**src/hdl/bsfe_pkg.sv**
```systemverilog
`timescale 1ns / 1ps

package bsfe_pkg;

  // Configuration register indexes on the write port.
  localparam int CFG_IDX_W = 3;
  localparam logic [CFG_IDX_W-1:0] CFG_START_FLAG      = 3'd0;
  localparam logic [CFG_IDX_W-1:0] CFG_END_FLAG        = 3'd1;
  localparam logic [CFG_IDX_W-1:0] CFG_ESCAPE_BYTE     = 3'd2;
  localparam logic [CFG_IDX_W-1:0] CFG_CODE_FOR_START  = 3'd3;
  localparam logic [CFG_IDX_W-1:0] CFG_CODE_FOR_END    = 3'd4;
  localparam logic [CFG_IDX_W-1:0] CFG_CODE_FOR_ESCAPE = 3'd5;
  localparam logic [CFG_IDX_W-1:0] CFG_CHUNK_SIZE      = 3'd6;

  localparam int SIZE_W = 11;
  localparam int CFG_DATA_W = 11;

  // Reset values of the configuration registers.
  localparam logic [7:0] RST_START_FLAG      = 8'h7E;
  localparam logic [7:0] RST_END_FLAG        = 8'h7E;
  localparam logic [7:0] RST_ESCAPE_BYTE     = 8'h7D;
  localparam logic [7:0] RST_CODE_FOR_START  = 8'h02;
  localparam logic [7:0] RST_CODE_FOR_END    = 8'h02;
  localparam logic [7:0] RST_CODE_FOR_ESCAPE = 8'h01;
  localparam logic [SIZE_W-1:0] RST_CHUNK_SIZE = 11'd256;

  // Depth of the queue between the classifier and the byte sequencer.
  localparam int QUEUE_DEPTH = 4;
  localparam int QUEUE_PTR_W = 2;
  localparam int QUEUE_CNT_W = 3;

  typedef struct packed {
    logic [7:0]        start_flag;
    logic [7:0]        end_flag;
    logic [7:0]        escape_byte;
    logic [7:0]        code_for_start;
    logic [7:0]        code_for_end;
    logic [7:0]        code_for_escape;
    logic [SIZE_W-1:0] chunk_size;
  } cfg_t;

  // One classified input item.
  typedef struct packed {
    logic       first;
    logic       esc;
    logic [7:0] body;
    logic       last;
    logic       full;
  } entry_t;

  // Pieces of one item, in the order in which they are sent.
  typedef enum logic [3:0] {
    PH_START = 4'b0001,
    PH_ESC   = 4'b0010,
    PH_BODY  = 4'b0100,
    PH_END   = 4'b1000
  } phase_t;

endpackage

```
**src/hdl/bsfe_front.sv**
```systemverilog
`timescale 1ns / 1ps

module bsfe_front #(
  parameter int MAX_CHUNK = 1024
) (
  input  logic               clk,
  input  logic               rst,
  input  bsfe_pkg::cfg_t     cfg,
  input  logic [7:0]         data_byte,
  input  logic               first_in_frame,
  input  logic               last_in_frame,
  input  logic               push,
  input  logic               q_full,
  output logic               q_write,
  output bsfe_pkg::entry_t   q_entry
);

  localparam int CNT_W = bsfe_pkg::SIZE_W + 2;

  logic [bsfe_pkg::SIZE_W-1:0] chunk_count;
  logic [bsfe_pkg::SIZE_W-1:0] chunk_count_next;
  logic [CNT_W-1:0]            size_eff;
  logic [CNT_W-1:0]            cnt_base;
  logic [CNT_W-1:0]            cnt_after;
  logic                        esc;
  logic [7:0]                  body;
  logic                        fill;

  assign q_write = push && !q_full;

  // Escape test, in priority order: start flag, end flag, escape byte.
  always_comb begin
    esc  = 1'b1;
    body = data_byte;
    if (data_byte == cfg.start_flag) begin
      body = cfg.code_for_start;
    end else if (data_byte == cfg.end_flag) begin
      body = cfg.code_for_end;
    end else if (data_byte == cfg.escape_byte) begin
      body = cfg.code_for_escape;
    end else begin
      esc = 1'b0;
    end
  end

  // Chunk size limited to the largest supported chunk.
  always_comb begin
    if (32'(cfg.chunk_size) > MAX_CHUNK) begin
      size_eff = CNT_W'(MAX_CHUNK);
    end else begin
      size_eff = CNT_W'(cfg.chunk_size);
    end
  end

  // Byte count of the chunk after this item's payload bytes.
  always_comb begin
    cnt_base  = first_in_frame ? '0 : CNT_W'(chunk_count);
    cnt_after = cnt_base + CNT_W'(first_in_frame) + (esc ? CNT_W'(2) : CNT_W'(1));
    fill      = (cnt_after + CNT_W'(2)) >= size_eff;
    if (last_in_frame || fill) begin
      chunk_count_next = '0;
    end else begin
      chunk_count_next = cnt_after[bsfe_pkg::SIZE_W-1:0];
    end
  end

  always_comb begin
    q_entry.first = first_in_frame;
    q_entry.esc   = esc;
    q_entry.body  = body;
    q_entry.last  = last_in_frame;
    q_entry.full  = fill && !last_in_frame;
  end

  always_ff @(posedge clk) begin
    if (rst) begin
      chunk_count <= '0;
    end else if (q_write) begin
      chunk_count <= chunk_count_next;
    end
  end

endmodule

```
**src/hdl/bsfe_queue.sv**
```systemverilog
`timescale 1ns / 1ps

module bsfe_queue (
  input  logic             clk,
  input  logic             rst,
  input  logic             wr_en,
  input  bsfe_pkg::entry_t wr_entry,
  output logic             q_full,
  input  logic             rd_en,
  output logic             rd_valid,
  output bsfe_pkg::entry_t rd_entry
);

  bsfe_pkg::entry_t                  slots [bsfe_pkg::QUEUE_DEPTH];
  logic [bsfe_pkg::QUEUE_PTR_W-1:0]  wr_ptr;
  logic [bsfe_pkg::QUEUE_PTR_W-1:0]  rd_ptr;
  logic [bsfe_pkg::QUEUE_CNT_W-1:0]  fill_count;
  logic                              do_wr;
  logic                              do_rd;

  assign q_full   = fill_count == bsfe_pkg::QUEUE_CNT_W'(bsfe_pkg::QUEUE_DEPTH);
  assign rd_valid = fill_count != '0;
  assign rd_entry = slots[rd_ptr];
  assign do_wr    = wr_en && !q_full;
  assign do_rd    = rd_en && rd_valid;

  // Entry storage.
  always_ff @(posedge clk) begin
    if (do_wr) begin
      slots[wr_ptr] <= wr_entry;
    end
  end

  // Pointers and fill count.
  always_ff @(posedge clk) begin
    if (rst) begin
      wr_ptr     <= '0;
      rd_ptr     <= '0;
      fill_count <= '0;
    end else begin
      if (do_wr) begin
        wr_ptr <= wr_ptr + bsfe_pkg::QUEUE_PTR_W'(1);
      end
      if (do_rd) begin
        rd_ptr <= rd_ptr + bsfe_pkg::QUEUE_PTR_W'(1);
      end
      if (do_wr && !do_rd) begin
        fill_count <= fill_count + bsfe_pkg::QUEUE_CNT_W'(1);
      end else if (do_rd && !do_wr) begin
        fill_count <= fill_count - bsfe_pkg::QUEUE_CNT_W'(1);
      end
    end
  end

endmodule

```
**src/hdl/bsfe_back.sv**
```systemverilog
`timescale 1ns / 1ps

module bsfe_back (
  input  logic             clk,
  input  logic             rst,
  input  bsfe_pkg::cfg_t   cfg,
  input  logic             rd_valid,
  input  bsfe_pkg::entry_t rd_entry,
  output logic             rd_en,
  output logic             empty,
  input  logic             pop,
  output logic [7:0]       out_byte,
  output logic             run_last,
  output logic             chunk_full,
  output logic             frame_done
);

  bsfe_pkg::phase_t phase;
  bsfe_pkg::phase_t cur_phase;
  bsfe_pkg::phase_t nxt_phase;
  logic             started;
  logic             final_piece;
  logic             advance;
  logic             out_valid;
  logic [7:0]       piece_byte;

  assign empty   = !out_valid;
  assign advance = rd_valid && (!out_valid || pop);
  assign rd_en   = advance && final_piece;

  // Piece to send now: a fresh head starts at its first applicable piece.
  always_comb begin
    if (started) begin
      cur_phase = phase;
    end else if (rd_entry.first) begin
      cur_phase = bsfe_pkg::PH_START;
    end else if (rd_entry.esc) begin
      cur_phase = bsfe_pkg::PH_ESC;
    end else begin
      cur_phase = bsfe_pkg::PH_BODY;
    end
  end

  // Following piece, and whether the current one closes the item.
  always_comb begin
    nxt_phase   = bsfe_pkg::PH_BODY;
    final_piece = 1'b0;
    piece_byte  = rd_entry.body;
    unique case (cur_phase)
      bsfe_pkg::PH_START: begin
        piece_byte = cfg.start_flag;
        nxt_phase  = rd_entry.esc ? bsfe_pkg::PH_ESC : bsfe_pkg::PH_BODY;
      end
      bsfe_pkg::PH_ESC: begin
        piece_byte = cfg.escape_byte;
        nxt_phase  = bsfe_pkg::PH_BODY;
      end
      bsfe_pkg::PH_BODY: begin
        piece_byte  = rd_entry.body;
        nxt_phase   = bsfe_pkg::PH_END;
        final_piece = !rd_entry.last;
      end
      bsfe_pkg::PH_END: begin
        piece_byte  = cfg.end_flag;
        final_piece = 1'b1;
      end
      default: begin
        final_piece = 1'b1;
      end
    endcase
  end

  // Sequencer state.
  always_ff @(posedge clk) begin
    if (rst) begin
      started <= 1'b0;
      phase   <= bsfe_pkg::PH_BODY;
    end else if (advance) begin
      started <= !final_piece;
      phase   <= nxt_phase;
    end
  end

  // Output register: holds a result until it is popped.
  always_ff @(posedge clk) begin
    if (rst) begin
      out_valid <= 1'b0;
    end else if (advance) begin
      out_valid <= 1'b1;
    end else if (pop) begin
      out_valid <= 1'b0;
    end
  end

  always_ff @(posedge clk) begin
    if (advance) begin
      out_byte   <= piece_byte;
      run_last   <= final_piece;
      chunk_full <= final_piece && rd_entry.full;
      frame_done <= cur_phase == bsfe_pkg::PH_END;
    end
  end

endmodule

```
**src/hdl/byte_stuffing_frame_encoder.sv**
```systemverilog
`timescale 1ns / 1ps

// Channel  Direction  Handshake         Payload
// input    in         push / full       data_byte, first_in_frame, last_in_frame
// result   out        empty / pop       out_byte, run_last, chunk_full, frame_done
// config   in         cfg_write         cfg_index, cfg_data
//
// The byte sequencer sends one result byte per cycle unless the output holds;
// an item gives one to four bytes (start flag, escape pair, end flag).
// A four-entry queue lets the classifier take items while the sequencer works.
// Reset restores the default flags and chunk size, clears the chunk count and
// empties the queue and the output register.
// With pop low the output register holds; the queue then fills and full rises.
module byte_stuffing_frame_encoder #(
  parameter int MAX_CHUNK = 1024
) (
  input  logic                              clk,
  input  logic                              rst,
  input  logic [7:0]                        data_byte,
  input  logic                              first_in_frame,
  input  logic                              last_in_frame,
  input  logic                              push,
  output logic                              full,
  output logic [7:0]                        out_byte,
  output logic                              run_last,
  output logic                              chunk_full,
  output logic                              frame_done,
  output logic                              empty,
  input  logic                              pop,
  input  logic                              cfg_write,
  input  logic [bsfe_pkg::CFG_IDX_W-1:0]    cfg_index,
  input  logic [bsfe_pkg::CFG_DATA_W-1:0]   cfg_data
);

  bsfe_pkg::cfg_t   cfg;
  bsfe_pkg::entry_t wr_entry;
  bsfe_pkg::entry_t rd_entry;
  logic             q_write;
  logic             rd_en;
  logic             rd_valid;

  // Configuration registers.
  always_ff @(posedge clk) begin
    if (rst) begin
      cfg.start_flag      <= bsfe_pkg::RST_START_FLAG;
      cfg.end_flag        <= bsfe_pkg::RST_END_FLAG;
      cfg.escape_byte     <= bsfe_pkg::RST_ESCAPE_BYTE;
      cfg.code_for_start  <= bsfe_pkg::RST_CODE_FOR_START;
      cfg.code_for_end    <= bsfe_pkg::RST_CODE_FOR_END;
      cfg.code_for_escape <= bsfe_pkg::RST_CODE_FOR_ESCAPE;
      cfg.chunk_size      <= bsfe_pkg::RST_CHUNK_SIZE;
    end else if (cfg_write) begin
      unique case (cfg_index)
        bsfe_pkg::CFG_START_FLAG:      cfg.start_flag      <= cfg_data[7:0];
        bsfe_pkg::CFG_END_FLAG:        cfg.end_flag        <= cfg_data[7:0];
        bsfe_pkg::CFG_ESCAPE_BYTE:     cfg.escape_byte     <= cfg_data[7:0];
        bsfe_pkg::CFG_CODE_FOR_START:  cfg.code_for_start  <= cfg_data[7:0];
        bsfe_pkg::CFG_CODE_FOR_END:    cfg.code_for_end    <= cfg_data[7:0];
        bsfe_pkg::CFG_CODE_FOR_ESCAPE: cfg.code_for_escape <= cfg_data[7:0];
        bsfe_pkg::CFG_CHUNK_SIZE:      cfg.chunk_size      <= cfg_data;
        default: begin
        end
      endcase
    end
  end

  // Classifier and chunk counter.
  bsfe_front #(
    .MAX_CHUNK (MAX_CHUNK)
  ) u_front (
    .clk            (clk),
    .rst            (rst),
    .cfg            (cfg),
    .data_byte      (data_byte),
    .first_in_frame (first_in_frame),
    .last_in_frame  (last_in_frame),
    .push           (push),
    .q_full         (full),
    .q_write        (q_write),
    .q_entry        (wr_entry)
  );

  // Queue of classified items.
  bsfe_queue u_queue (
    .clk      (clk),
    .rst      (rst),
    .wr_en    (q_write),
    .wr_entry (wr_entry),
    .q_full   (full),
    .rd_en    (rd_en),
    .rd_valid (rd_valid),
    .rd_entry (rd_entry)
  );

  // Byte sequencer and output register.
  bsfe_back u_back (
    .clk        (clk),
    .rst        (rst),
    .cfg        (cfg),
    .rd_valid   (rd_valid),
    .rd_entry   (rd_entry),
    .rd_en      (rd_en),
    .empty      (empty),
    .pop        (pop),
    .out_byte   (out_byte),
    .run_last   (run_last),
    .chunk_full (chunk_full),
    .frame_done (frame_done)
  );

`ifndef SYNTHESIS
  // Nothing is shown in the cycle after reset.
  a_empty_after_reset: assert property (@(posedge clk) rst |=> empty)
    else $error("result shown right after reset");

  // The closing end flag is always the last byte of its item.
  a_done_is_last: assert property (@(posedge clk) disable iff (rst)
    (!empty && frame_done) |-> run_last)
    else $error("end flag not on the final byte of its item");

  // A chunk is never marked full on the byte that closes the frame.
  a_full_not_done: assert property (@(posedge clk) disable iff (rst)
    !empty |-> !(chunk_full && frame_done))
    else $error("chunk full marked on a frame end");

  // A full chunk mark only comes with the final byte of an item.
  a_full_is_last: assert property (@(posedge clk) disable iff (rst)
    (!empty && chunk_full) |-> run_last)
    else $error("chunk full marked before the final byte");
`endif

endmodule
```
**config.mk**
```make
export PLATFORM = sky130hd
export DESIGN_NAME = byte_stuffing_frame_encoder
export DESIGN_NICKNAME = d
export VERILOG_FILES = /design/src/hdl/bsfe_pkg.sv /design/src/hdl/bsfe_front.sv /design/src/hdl/bsfe_queue.sv /design/src/hdl/bsfe_back.sv /design/src/hdl/byte_stuffing_frame_encoder.sv
export SDC_FILE = /design/constraint.sdc
export NUM_CORES = 1
export LEC_CHECK = 0
export BUFFER_PORTS_ARGS = -buffer_cell sky130_fd_sc_hd__buf_2
export CAP_MARGIN = 25
export CORE_AREA = 5 5 123 125
export DETAILED_ROUTE_END_ITERATION = 8
export DIE_AREA = 0 0 128 130
export GPL_TIMING_DRIVEN = 1
export PLACE_DENSITY = 0.67
export SYNTH_ARGS = -nofsm -noshare
export SYNTH_HDL_FRONTEND = slang
export SYNTH_SLANG_ARGS = --single-unit
```
**constraint.sdc**
```tcl
create_clock -name clk -period 13.8 [get_ports clk]
set_input_delay 1.38 -clock clk [delete_from_list [all_inputs] [get_ports clk]]
set_output_delay 1.38 -clock clk [all_outputs]
set_load 0.05 [all_outputs]
```
==> impl_results.html, run 1 <==
<table>
<tr><th>Metric</th><th>Value</th></tr>
<tr><th colspan="2">Global route</th></tr>
<tr><td>Largest net degree at the start of global routing</td><td>75</td></tr>
<tr><td>Overflow left after global routing</td><td>0</td></tr>
<tr><td>All-Layer GR Usage</td><td>20.00%</td></tr>
<tr><td>Global-route wire length before repair</td><td>25730 µm</td></tr>
<tr><td>Number of global-route vias before repair</td><td>4974</td></tr>
<tr><td>Initial antenna violation count</td><td>0</td></tr>
<tr><th colspan="2">Finish</th></tr>
<tr><td>Area grow syn2layout</td><td>13.18%</td></tr>
<tr><td>Layout net count</td><td>764</td></tr>
<tr><td>Fraction of final layout cells sized beyond drive strength 1</td><td>12.93%</td></tr>
<tr><td>Post-layout utilization of the core</td><td>56.00%</td></tr>
<tr><td>Final antenna diode count</td><td>0</td></tr>
<tr><th colspan="2">Setup path</th></tr>
<tr><td>R2R cell count</td><td>18</td></tr>
<tr><td>Endpoint of the most critical setup path</td><td>u_front.chunk_count[1]</td></tr>
<tr><td>Sort of element at the end of the critical path</td><td>flip-flop</td></tr>
<tr><td>Setup crit start kind</td><td>input pin</td></tr>
<tr><td>Worst reg2reg setup slack</td><td>8.48 ns</td></tr>
<tr><td>Largest stage delay on the critical path</td><td>0.52 ns</td></tr>
<tr><td>Required time reported for the critical path endpoint</td><td>14.15 ns</td></tr>
<tr><td>Data arrival at the endpoint of the critical path</td><td>6.40 ns</td></tr>
<tr><td>R2r startpoint</td><td>cfg[46]</td></tr>
<tr><td>Worst setup path class</td><td>in -&gt; reg</td></tr>
<tr><td>Worst-path fanout max</td><td>17</td></tr>
<tr><td>Critical Path Source</td><td>data_byte[7]</td></tr>
<tr><td>Endpoint of the most critical register-to-register path</td><td>u_front.chunk_count[1]</td></tr>
<tr><td>Sequence of cells on the critical path</td><td>buf_2 &gt; xor2_1 &gt; nor4_1 &gt; nand2_1 &gt; o211ai_1 &gt; fa_1 &gt; inv_1 &gt; fa_1 &gt; nor4b_1 &gt; o2111ai_1 &gt; nor2_1 &gt; xor2_1 &gt; ha_1 &gt; a21oi_1 &gt; o21ai_0 &gt; a21o_1 &gt; a221oi_1 &gt; o21a_1 &gt; a22o_1</td></tr>
<tr><td>Standard cell with the maximum stage delay on the critical path</td><td>sky130_fd_sc_hd__nor4b_1</td></tr>
<tr><th colspan="2">Yosys</th></tr>
<tr><td>Number of enable flip-flop cells after synthesis</td><td>59</td></tr>
<tr><td>Cells after Synth</td><td>675</td></tr>
<tr><td>Sequential cell area fraction in the yosys report</td><td>50.68%</td></tr>
<tr><td>Post-Syn Area</td><td>6814 µm²</td></tr>
<tr><td>Post-synthesis register bit count</td><td>143</td></tr>
<tr><td>Post-synth top area share</td><td>26.00%</td></tr>
<tr><td>Most used flip-flop cell after synthesis</td><td>sky130_fd_sc_hd__dfxtp_1</td></tr>
<tr><td>Cells taking the most area after synthesis</td><td>sky130_fd_sc_hd__edfxtp_1, sky130_fd_sc_hd__dfxtp_1, sky130_fd_sc_hd__nand2_1</td></tr>
<tr><td>Dominant cell type by area after synthesis</td><td>sky130_fd_sc_hd__edfxtp_1</td></tr>
<tr><td>Post-synthesis area per instance</td><td>10.09 µm²</td></tr>
<tr><td>Share of flip-flops with an asynchronous set or reset after synthesis</td><td>0%</td></tr>
<tr><td>Nets in the synthesized netlist</td><td>725</td></tr>
<tr><td>Number of distinct standard cells referenced by the synthesized netlist</td><td>59</td></tr>
<tr><td>Yosys synthesis warning count</td><td>0</td></tr>
<tr><th colspan="2">Route</th></tr>
<tr><td>Number of violations reported at the end of detailed-routing iteration 0</td><td>524</td></tr>
<tr><td>Avg WL per Cell</td><td>17.61 µm</td></tr>
<tr><td>Total via count in the routed design</td><td>5056</td></tr>
<tr><td>DRT antenna net count</td><td>0</td></tr>
<tr><td>Post-DR vias/cell</td><td>5.574</td></tr>
<tr><td>Number of optimization iterations in the first detailed-route pass</td><td>5</td></tr>
<tr><td>Number of remaining DRC errors</td><td>0</td></tr>
<tr><td>Total wirelength of the detailed-routed design</td><td>15970 µm</td></tr>
<tr><th colspan="2">Power and ir drop</th></tr>
<tr><td>Power Dens Cells</td><td>164.2 nW/µm²</td></tr>
<tr><td>Power, Total</td><td>1.266 mW</td></tr>
<tr><td>IR drop worst, VDD</td><td>74.96 µV</td></tr>
<tr><td>Leakage</td><td>2.962 nW</td></tr>
<tr><th colspan="2">Die</th></tr>
<tr><td>X dimension of the die</td><td>128 µm</td></tr>
<tr><td>Starting utilization of the core area</td><td>49.47%</td></tr>
<tr><td>Ports</td><td>42</td></tr>
<tr><td>Die footprint</td><td>16640 µm²</td></tr>
<tr><td>Vertical extent of the die</td><td>130 µm</td></tr>
<tr><td>Core region area</td><td>13770 µm²</td></tr>
<tr><td>Number of placement rows</td><td>43</td></tr>
<tr><th colspan="2">STA</th></tr>
<tr><td>Final number of hold-violating endpoints</td><td>0</td></tr>
<tr><td>Worst-case hold slack</td><td>0.4634 ns</td></tr>
<tr><td>Measured slew at the worst slew-check pin</td><td>0.9114 ns</td></tr>
<tr><td>Max Clk Rate</td><td>0.1654 GHz</td></tr>
<tr><td>Smallest setup slack after layout</td><td>7.756 ns</td></tr>
<tr><td>Worst relative slew slack</td><td>39.11%</td></tr>
<tr><td>Number of setup violations in the final report</td><td>0</td></tr>
<tr><td>Final critical-path required period</td><td>6.044 ns</td></tr>
<tr><td>Part of the cycle the worst path needs</td><td>43.80%</td></tr>
<tr><td>RSZ-0062 raised after global routing</td><td>no</td></tr>
<tr><td>Number of slew-limit violations in the final report</td><td>0</td></tr>
<tr><td>Total negative slack</td><td>0 ns</td></tr>
<tr><td>Fin Clk Skew</td><td>0.009158 ns</td></tr>
<tr><th colspan="2">Clock network</th></tr>
<tr><td>Clock-pin transition on the worst setup and hold timing paths</td><td>0.06 ns</td></tr>
<tr><td>TritonCTS buffer count</td><td>17</td></tr>
<tr><td>Post-CTS Setup Bufs</td><td>0</td></tr>
<tr><td>Number of buffers inserted by hold repair at cts</td><td>0</td></tr>
<tr><td>Post-cts repair resize count</td><td>0</td></tr>
<tr><td>H-tree depth reported by CTS</td><td>4</td></tr>
<tr><td>Number of sinks on the clock net</td><td>143</td></tr>
<tr><td>Root buffer cell</td><td>sky130_fd_sc_hd__clkbuf_16</td></tr>
<tr><td>Longest Clk Path Bufs</td><td>2</td></tr>
<tr><td>Clock tree from TritonCTS</td><td>done</td></tr>
<tr><td>Source-to-sink clock delay at the later pin of the worst-skew pair</td><td>0.42 ns</td></tr>
<tr><th colspan="2">Worst hold path</th></tr>
<tr><td>Type of the tightest min-delay check</td><td>reg -&gt; reg</td></tr>
<tr><th colspan="2">Placement</th></tr>
<tr><td>Pre-CTS setup slack</td><td>7.338 ns</td></tr>
<tr><td>Global placer's final weighted congestion</td><td>0.8762</td></tr>
<tr><td>Final HPWL from detailed placement</td><td>11290 µm</td></tr>
<tr><td>Count of input and output buffers</td><td>41</td></tr>
<tr><th colspan="2">Status</th></tr>
<tr><td>Result of the run</td><td>completed</td></tr>
<tr><th colspan="2">Flow run</th></tr>
<tr><td>Total of max-cap violations</td><td>0</td></tr>
</table>
[layer usage]
| layer | part of all wire [%] | track usage [%] | vias up |
|---|---|---|---|
| met5 | 0 | 0 | - |
| met4 | 1.4 | 5.805 | 0 |
| met3 | 5.6 | 4.707 | 21 |
| met2 | 46 | 30.81 | 137 |
| met1 | 47 | 28.40 | 2413 |
| li1 | - | - | 2485 |
[critical path: cells and delay by family]
family                     cells  cell delay, ns
buffers and inverters          2            0.20
xor gates and xnor gates       2            0.33
and+or+nand+nor                4            1.36
adders and majority gates      3            1.04
AOI/OAI and AO/OA              8            2.09
[Yosys cell counts (2+ instances only)]
| library cell | n |
|---|---|
| sky130_fd_sc_hd__a211o_1 | 6 |
| sky130_fd_sc_hd__a21o_1 | 2 |
| sky130_fd_sc_hd__a21oi_1 | 43 |
| sky130_fd_sc_hd__a22o_1 | 19 |
| sky130_fd_sc_hd__a22oi_1 | 8 |
| sky130_fd_sc_hd__and2_1 | 4 |
| sky130_fd_sc_hd__and3_1 | 7 |
| sky130_fd_sc_hd__and4b_1 | 2 |
| sky130_fd_sc_hd__buf_2 | 4 |
| sky130_fd_sc_hd__clkbuf_1 | 19 |
| sky130_fd_sc_hd__dfxtp_1 | 84 |
| sky130_fd_sc_hd__edfxtp_1 | 59 |
| sky130_fd_sc_hd__fa_1 | 3 |
| sky130_fd_sc_hd__ha_1 | 18 |
| sky130_fd_sc_hd__inv_1 | 12 |
| sky130_fd_sc_hd__mux2i_1 | 12 |
| sky130_fd_sc_hd__mux4_2 | 12 |
| sky130_fd_sc_hd__nand2_1 | 138 |
| sky130_fd_sc_hd__nand2b_1 | 6 |
| sky130_fd_sc_hd__nand3_1 | 23 |
| sky130_fd_sc_hd__nand3b_1 | 17 |
| sky130_fd_sc_hd__nand4_1 | 4 |
| sky130_fd_sc_hd__nor2_1 | 51 |
| sky130_fd_sc_hd__nor2b_1 | 12 |
| sky130_fd_sc_hd__nor3_1 | 6 |
| sky130_fd_sc_hd__nor3b_1 | 3 |
| sky130_fd_sc_hd__nor4_1 | 4 |
| sky130_fd_sc_hd__o2111ai_1 | 3 |
| sky130_fd_sc_hd__o211ai_1 | 2 |
| sky130_fd_sc_hd__o21a_1 | 2 |
| sky130_fd_sc_hd__o21ai_0 | 14 |
| sky130_fd_sc_hd__o21ai_1 | 4 |
| sky130_fd_sc_hd__or2_1 | 2 |
| sky130_fd_sc_hd__or3_1 | 3 |
| sky130_fd_sc_hd__xnor2_1 | 16 |
| sky130_fd_sc_hd__xor2_1 | 28 |
[per-stage QoR]
step	instances	area [µm²]
floorplan	675	6814
global placement	874	7157
detailed placement	874	7157
CTS	906	7707
global route	907	7712
finish	907	7712
[worst min-delay path by stage]
stage | cells past startpoint | end | startpoint
6_report | 2 | cfg[7] | cfg[7]
5_1_grt | 2 | cfg[3] | cfg[3]
4_1_cts | 2 | cfg[3] | cfg[3]
3_5_place_dp | 2 | cfg[3] | cfg[3]
3_3_place_gp | 2 | cfg[34] | cfg[34]
2_1_floorplan | 2 | cfg[0] | cfg[0]
[flip-flops by register name (all words and copies together), names as in the netlist, named ones only]
name,flops
cfg,59
u_back.chunk_full,1
u_back.frame_done,1
u_back.out_byte,8
u_back.out_valid,1
u_back.phase,3
u_back.run_last,1
u_back.started,1
u_front.chunk_count,11
u_queue.fill_count,3
u_queue.rd_ptr,2
u_queue.slots,48
u_queue.wr_ptr,2
[cell families (layout without fill, tap and decap cells)]
group	count (synthesis)	in the layout	share of synthesized area (%)
DFF	143	143	50.68
AOI/OAI and AO/OA	115	115	11.33
and+or+nand+nor	288	288	19.79
xor gates and xnor gates	45	45	5.894
adders and majority gates	21	21	4.187
buffers and inverters	39	91	2.387
muxes	24	24	5.729
[area by class of cell]
| type | count | area, µm² |
|---|---|---|
| clock buffer | 19 | 432.9 |
| clock inverter | 13 | 117.6 |
| fill | 1259 | 6061 |
| inverter | 14 | 52.55 |
| multi-input combinational | 493 | 3198 |
| sequential | 143 | 3453 |
| tap | 180 | 225.2 |
| timing repair buffer | 45 | 232.7 |
[power by group]
| group | switching, mW | internal [mW] | leakage (nW) | total, mW |
|---|---|---|---|---|
| Sequential | 0.0341 | 0.505 | 1.23 | 0.539 |
| Clock | 0.177 | 0.248 | 0.257 | 0.425 |
| Combinational | 0.201 | 0.101 | 1.48 | 0.302 |
| Total | 0.412 | 0.854 | 2.96 | 1.27 |
[cell usage in the layout, fill, tap and decap left out, types with 3 or more instances in the layout]
master	instances
sky130_fd_sc_hd__nand3_1	23
sky130_fd_sc_hd__inv_1	12
sky130_fd_sc_hd__xnor2_1	16
sky130_fd_sc_hd__a22o_1	19
sky130_fd_sc_hd__o21ai_1	4
sky130_fd_sc_hd__fa_1	3
sky130_fd_sc_hd__a22oi_1	8
sky130_fd_sc_hd__mux4_2	12
sky130_fd_sc_hd__a211o_1	6
sky130_fd_sc_hd__o2111ai_1	3
sky130_fd_sc_hd__a21oi_1	43
sky130_fd_sc_hd__and2_1	4
sky130_fd_sc_hd__clkbuf_16	17
sky130_fd_sc_hd__edfxtp_1	59
sky130_fd_sc_hd__mux2i_1	12
sky130_fd_sc_hd__buf_4	3
sky130_fd_sc_hd__and3_1	7
sky130_fd_sc_hd__clkinvlp_4	4
sky130_fd_sc_hd__xor2_1	28
sky130_fd_sc_hd__nand4_1	4
sky130_fd_sc_hd__o21ai_0	14
sky130_fd_sc_hd__nand2_1	138
sky130_fd_sc_hd__or3_1	3
sky130_fd_sc_hd__nor2b_1	12
sky130_fd_sc_hd__nor2_1	51
sky130_fd_sc_hd__clkinv_4	4
sky130_fd_sc_hd__nor3b_1	3
sky130_fd_sc_hd__nor3_1	6
sky130_fd_sc_hd__buf_2	42
sky130_fd_sc_hd__nand2b_1	6
sky130_fd_sc_hd__ha_1	18
sky130_fd_sc_hd__nand3b_1	17
sky130_fd_sc_hd__nor4_1	4
sky130_fd_sc_hd__dfxtp_1	84
No activity file was read; power rests on OpenSTA's default activity.
==> run 2: changes to the inputs <==
- clock period: 13.8 -> 6.3 ns (I/O delays scaled with it)
==> impl_results.html, run 2 (same netlist as run 1, synthesis figures left out) <==
<table>
<tr><th>Metric</th><th>Value</th></tr>
<tr><th colspan="2">Status</th></tr>
<tr><td>Result of the run</td><td>completed</td></tr>
<tr><th colspan="2">Clock network</th></tr>
<tr><td>Clock tree from TritonCTS</td><td>done</td></tr>
<tr><td>Source-to-sink clock delay at the later pin of the worst-skew pair</td><td>0.42 ns (about the same)</td></tr>
<tr><td>Root buffer cell</td><td>sky130_fd_sc_hd__clkbuf_16</td></tr>
<tr><td>Post-CTS Setup Bufs</td><td>0 (unchanged)</td></tr>
<tr><td>Number of buffers inserted by hold repair at cts</td><td>0 (unchanged)</td></tr>
<tr><td>H-tree depth reported by CTS</td><td>4 (unchanged)</td></tr>
<tr><td>Longest Clk Path Bufs</td><td>2 (unchanged)</td></tr>
<tr><td>Number of sinks on the clock net</td><td>143 (unchanged)</td></tr>
<tr><td>Post-cts repair resize count</td><td>0 (unchanged)</td></tr>
<tr><td>TritonCTS buffer count</td><td>17 (unchanged)</td></tr>
<tr><td>Clock-pin transition on the worst setup and hold timing paths</td><td>0.06 ns (about the same)</td></tr>
<tr><th colspan="2">Finish</th></tr>
<tr><td>Area grow syn2layout</td><td>13.68%</td></tr>
<tr><td>Final antenna diode count</td><td>0 (unchanged)</td></tr>
<tr><td>Top library cells by usage in the layout, fill and taps aside</td><td>sky130_fd_sc_hd__nand2_1, sky130_fd_sc_hd__dfxtp_1, sky130_fd_sc_hd__edfxtp_1</td></tr>
<tr><td>Leading cell type in the layout, fill and taps excluded</td><td>sky130_fd_sc_hd__nand2_1</td></tr>
<tr><td>Biggest registers after layout</td><td>cfg x59, u_queue.slots x48, u_front.chunk_count x11</td></tr>
<tr><td>Non-filler cells, final</td><td>908 (+0.11%)</td></tr>
<tr><td>Layout net count</td><td>765 (+0.13%)</td></tr>
<tr><td>Fill cell count</td><td>1212 (-3.7%)</td></tr>
<tr><td>Register cell area after layout</td><td>3453 µm² (unchanged)</td></tr>
<tr><td>Top reg by flops</td><td>cfg</td></tr>
<tr><td>Layout Cell Area excl Fill</td><td>7746 µm² (+0.44%)</td></tr>
<tr><td>Post-layout utilization of the core</td><td>56.24% (+0.25 points)</td></tr>
<tr><td>Flip-flop count of the largest register, all copies and words added</td><td>59 (unchanged)</td></tr>
<tr><td>Fraction of final layout cells sized beyond drive strength 1</td><td>13.05% (+0.12 points)</td></tr>
<tr><td>Multi-input combinational cell area</td><td>3198 µm² (unchanged)</td></tr>
<tr><th colspan="2">STA</th></tr>
<tr><td>Measured slew at the worst slew-check pin</td><td>0.9862 ns (+0.07483 ns)</td></tr>
<tr><td>Number of slew-limit violations in the final report</td><td>0 (unchanged)</td></tr>
<tr><td>Fin Clk Skew</td><td>0.009702 ns (+0.0005444 ns)</td></tr>
<tr><td>Max Clk Rate</td><td>0.1878 GHz</td></tr>
<tr><td>Final critical-path required period</td><td>5.324 ns</td></tr>
<tr><td>Final number of hold-violating endpoints</td><td>0 (unchanged)</td></tr>
<tr><td>Total negative slack</td><td>0 ns (unchanged)</td></tr>
<tr><td>Worst relative slew slack</td><td>34.01% (-5.1 points)</td></tr>
<tr><td>Number of setup violations in the final report</td><td>0 (unchanged)</td></tr>
<tr><td>RSZ-0062 raised after global routing</td><td>no</td></tr>
<tr><td>Part of the cycle the worst path needs</td><td>84.51%</td></tr>
<tr><th colspan="2">Placement</th></tr>
<tr><td>Global placer's final weighted congestion</td><td>0.8594 (-1.9%)</td></tr>
<tr><td>Count of input and output buffers</td><td>41 (unchanged)</td></tr>
<tr><td>Final HPWL from detailed placement</td><td>11380 µm (+0.78%)</td></tr>
<tr><td>Instance area after placement</td><td>7164 µm² (+0.10%)</td></tr>
<tr><td>Placed insts</td><td>875 (+0.11%)</td></tr>
<tr><th colspan="2">Setup path</th></tr>
<tr><td>Data arrival at the endpoint of the critical path</td><td>5.68 ns (-0.72 ns)</td></tr>
<tr><td>Sort of element at the end of the critical path</td><td>flip-flop</td></tr>
<tr><td>R2r startpoint</td><td>cfg[41]</td></tr>
<tr><td>Worst setup path class</td><td>reg -&gt; reg</td></tr>
<tr><td>Worst-path fanout max</td><td>11 (-6)</td></tr>
<tr><td>Critical Path Source</td><td>cfg[41]</td></tr>
<tr><td>R2R cell count</td><td>18 (unchanged)</td></tr>
<tr><td>Required time reported for the critical path endpoint</td><td>6.66 ns (-7.49 ns)</td></tr>
<tr><td>Setup crit start kind</td><td>flip-flop</td></tr>
<tr><th colspan="2">Route</th></tr>
<tr><td>Total via count in the routed design</td><td>5119 (+1.2%)</td></tr>
<tr><td>Number of optimization iterations in the first detailed-route pass</td><td>5 (unchanged)</td></tr>
<tr><td>Number of violations reported at the end of detailed-routing iteration 0</td><td>493 (-5.9%)</td></tr>
<tr><td>Avg WL per Cell</td><td>17.77 µm (+0.90%)</td></tr>
<tr><td>Total wirelength of the detailed-routed design</td><td>16130 µm (+1.0%)</td></tr>
<tr><td>Number of remaining DRC errors</td><td>0 (unchanged)</td></tr>
<tr><td>DRT antenna net count</td><td>0 (unchanged)</td></tr>
<tr><td>Post-DR vias/cell</td><td>5.638 (+1.1%)</td></tr>
<tr><th colspan="2">Worst hold path</th></tr>
<tr><td>Hold path start</td><td>cfg_data[8]</td></tr>
<tr><td>Type of the tightest min-delay check</td><td>in -&gt; reg</td></tr>
<tr><td>Worst hold path stage count</td><td>3 (+1)</td></tr>
<tr><th colspan="2">Power and ir drop</th></tr>
<tr><td>Leakage</td><td>2.995 nW (+1.1%)</td></tr>
<tr><td>IR drop worst, VDD</td><td>203.2 µV (+170%)</td></tr>
<tr><td>Power Dens Cells</td><td>361.7 nW/µm² (+120%)</td></tr>
<tr><th colspan="2">Global route</th></tr>
<tr><td>GR met2 Demand/Resource</td><td>30.35% (-0.46 points)</td></tr>
<tr><td>Number of global-route vias before repair</td><td>4817 (-3.2%)</td></tr>
<tr><td>All-Layer GR Usage</td><td>20.01% (about the same)</td></tr>
<tr><td>Largest net degree at the start of global routing</td><td>75 (unchanged)</td></tr>
<tr><td>Global-route wire length before repair</td><td>25590 µm (-0.54%)</td></tr>
<tr><td>Most used routing layer</td><td>met2</td></tr>
<tr><td>Met1 Track Usage GR</td><td>28.73% (+0.33 points)</td></tr>
<tr><td>GR Layer Usage met3</td><td>4.953% (+0.25 points)</td></tr>
<tr><td>Overflow left after global routing</td><td>0 (unchanged)</td></tr>
<tr><td>Initial antenna violation count</td><td>0 (unchanged)</td></tr>
<tr><th colspan="2">Die</th></tr>
<tr><td>Die footprint</td><td>16640 µm² (unchanged)</td></tr>
<tr><td>Starting utilization of the core area</td><td>49.47% (unchanged)</td></tr>
<tr><td>X dimension of the die</td><td>128 µm (unchanged)</td></tr>
<tr><td>Vertical extent of the die</td><td>130 µm (unchanged)</td></tr>
<tr><td>Core region area</td><td>13770 µm² (unchanged)</td></tr>
<tr><td>Ports</td><td>42 (unchanged)</td></tr>
<tr><td>Number of placement rows</td><td>43 (unchanged)</td></tr>
<tr><th colspan="2">Flow run</th></tr>
<tr><td>Total of max-cap violations</td><td>0 (unchanged)</td></tr>
</table>
## run 2: changes by cell type in the layout (fill, tap and decap cells not counted), sizes merged
cell and change:
buf +1, bufinv -1, clkbuf +5, clkinv -1, clkinvlp -3
## run 2: final timing paths
path,end,slack (ns)
max,u_front.chunk_count[9],0.98
min,cfg[8],0.42
max reg2reg,u_front.chunk_count[9],0.98
min reg2reg,cfg[34],0.45
## run 2: metal layers
layer / part of all wire [%] / up-vias / wire, µm
li1: - / 2483 / -
met1: 46 / 2430 / 7468
met2: 45 / 180 / 7302
met3: 6.7 / 26 / 1079
met4: 1.7 / 0 / 281
met5: 0 / - / 0
## run 2: layout make-up
type	instances	share of cell area [%]
Inverter	14	0.6784
Clock inverter	8	0.6623
Timing Repair Buffer	46	3.101
Sequential cell	143	44.58
Multi-Input combinational cell	493	41.29
Tap cell	180	2.907
Clock buffer	24	6.784
## run 2: metrics by stage
step | hold WS [ns] | power [mW] | setup WS [ns]
after global routing | 0.4371 | 2.931 | 0.3631
after floorplan | 0.4318 | 1.687 | 1.483
after global placement | 0.4418 | 1.850 | 0.7758
final | 0.4210 | 2.802 | 0.9760
after detailed placement | 0.4466 | 1.865 | 0.6754
after CTS | 0.4107 | 2.821 | 1.023
## run 2: power by group
group	internal, mW	total, mW	switching (mW)
logic	0.222	0.663	0.441
registers	1.11	1.18	0.0733
clock network	0.583	0.959	0.376
total	1.91	2.80	0.891
## run 2: critical path, cell delays in order (launching register included)
cell,delay [ns]
sky130_fd_sc_hd__dfxtp_1,0.45
sky130_fd_sc_hd__xor2_1,0.17
sky130_fd_sc_hd__nor4_1,0.07
sky130_fd_sc_hd__nand2_1,0.37
sky130_fd_sc_hd__o211ai_1,0.44
sky130_fd_sc_hd__fa_1,0.55
sky130_fd_sc_hd__inv_1,0.09
sky130_fd_sc_hd__fa_1,0.28
sky130_fd_sc_hd__nand4_1,0.19
sky130_fd_sc_hd__or3_1,0.37
sky130_fd_sc_hd__a211oi_2,0.25
sky130_fd_sc_hd__o2111ai_2,0.21
sky130_fd_sc_hd__nand3b_1,0.22
sky130_fd_sc_hd__xnor2_1,0.15
sky130_fd_sc_hd__ha_1,0.33
sky130_fd_sc_hd__a21o_1,0.18
sky130_fd_sc_hd__a221oi_1,0.28
sky130_fd_sc_hd__o21a_1,0.43
sky130_fd_sc_hd__a22o_1,0.22
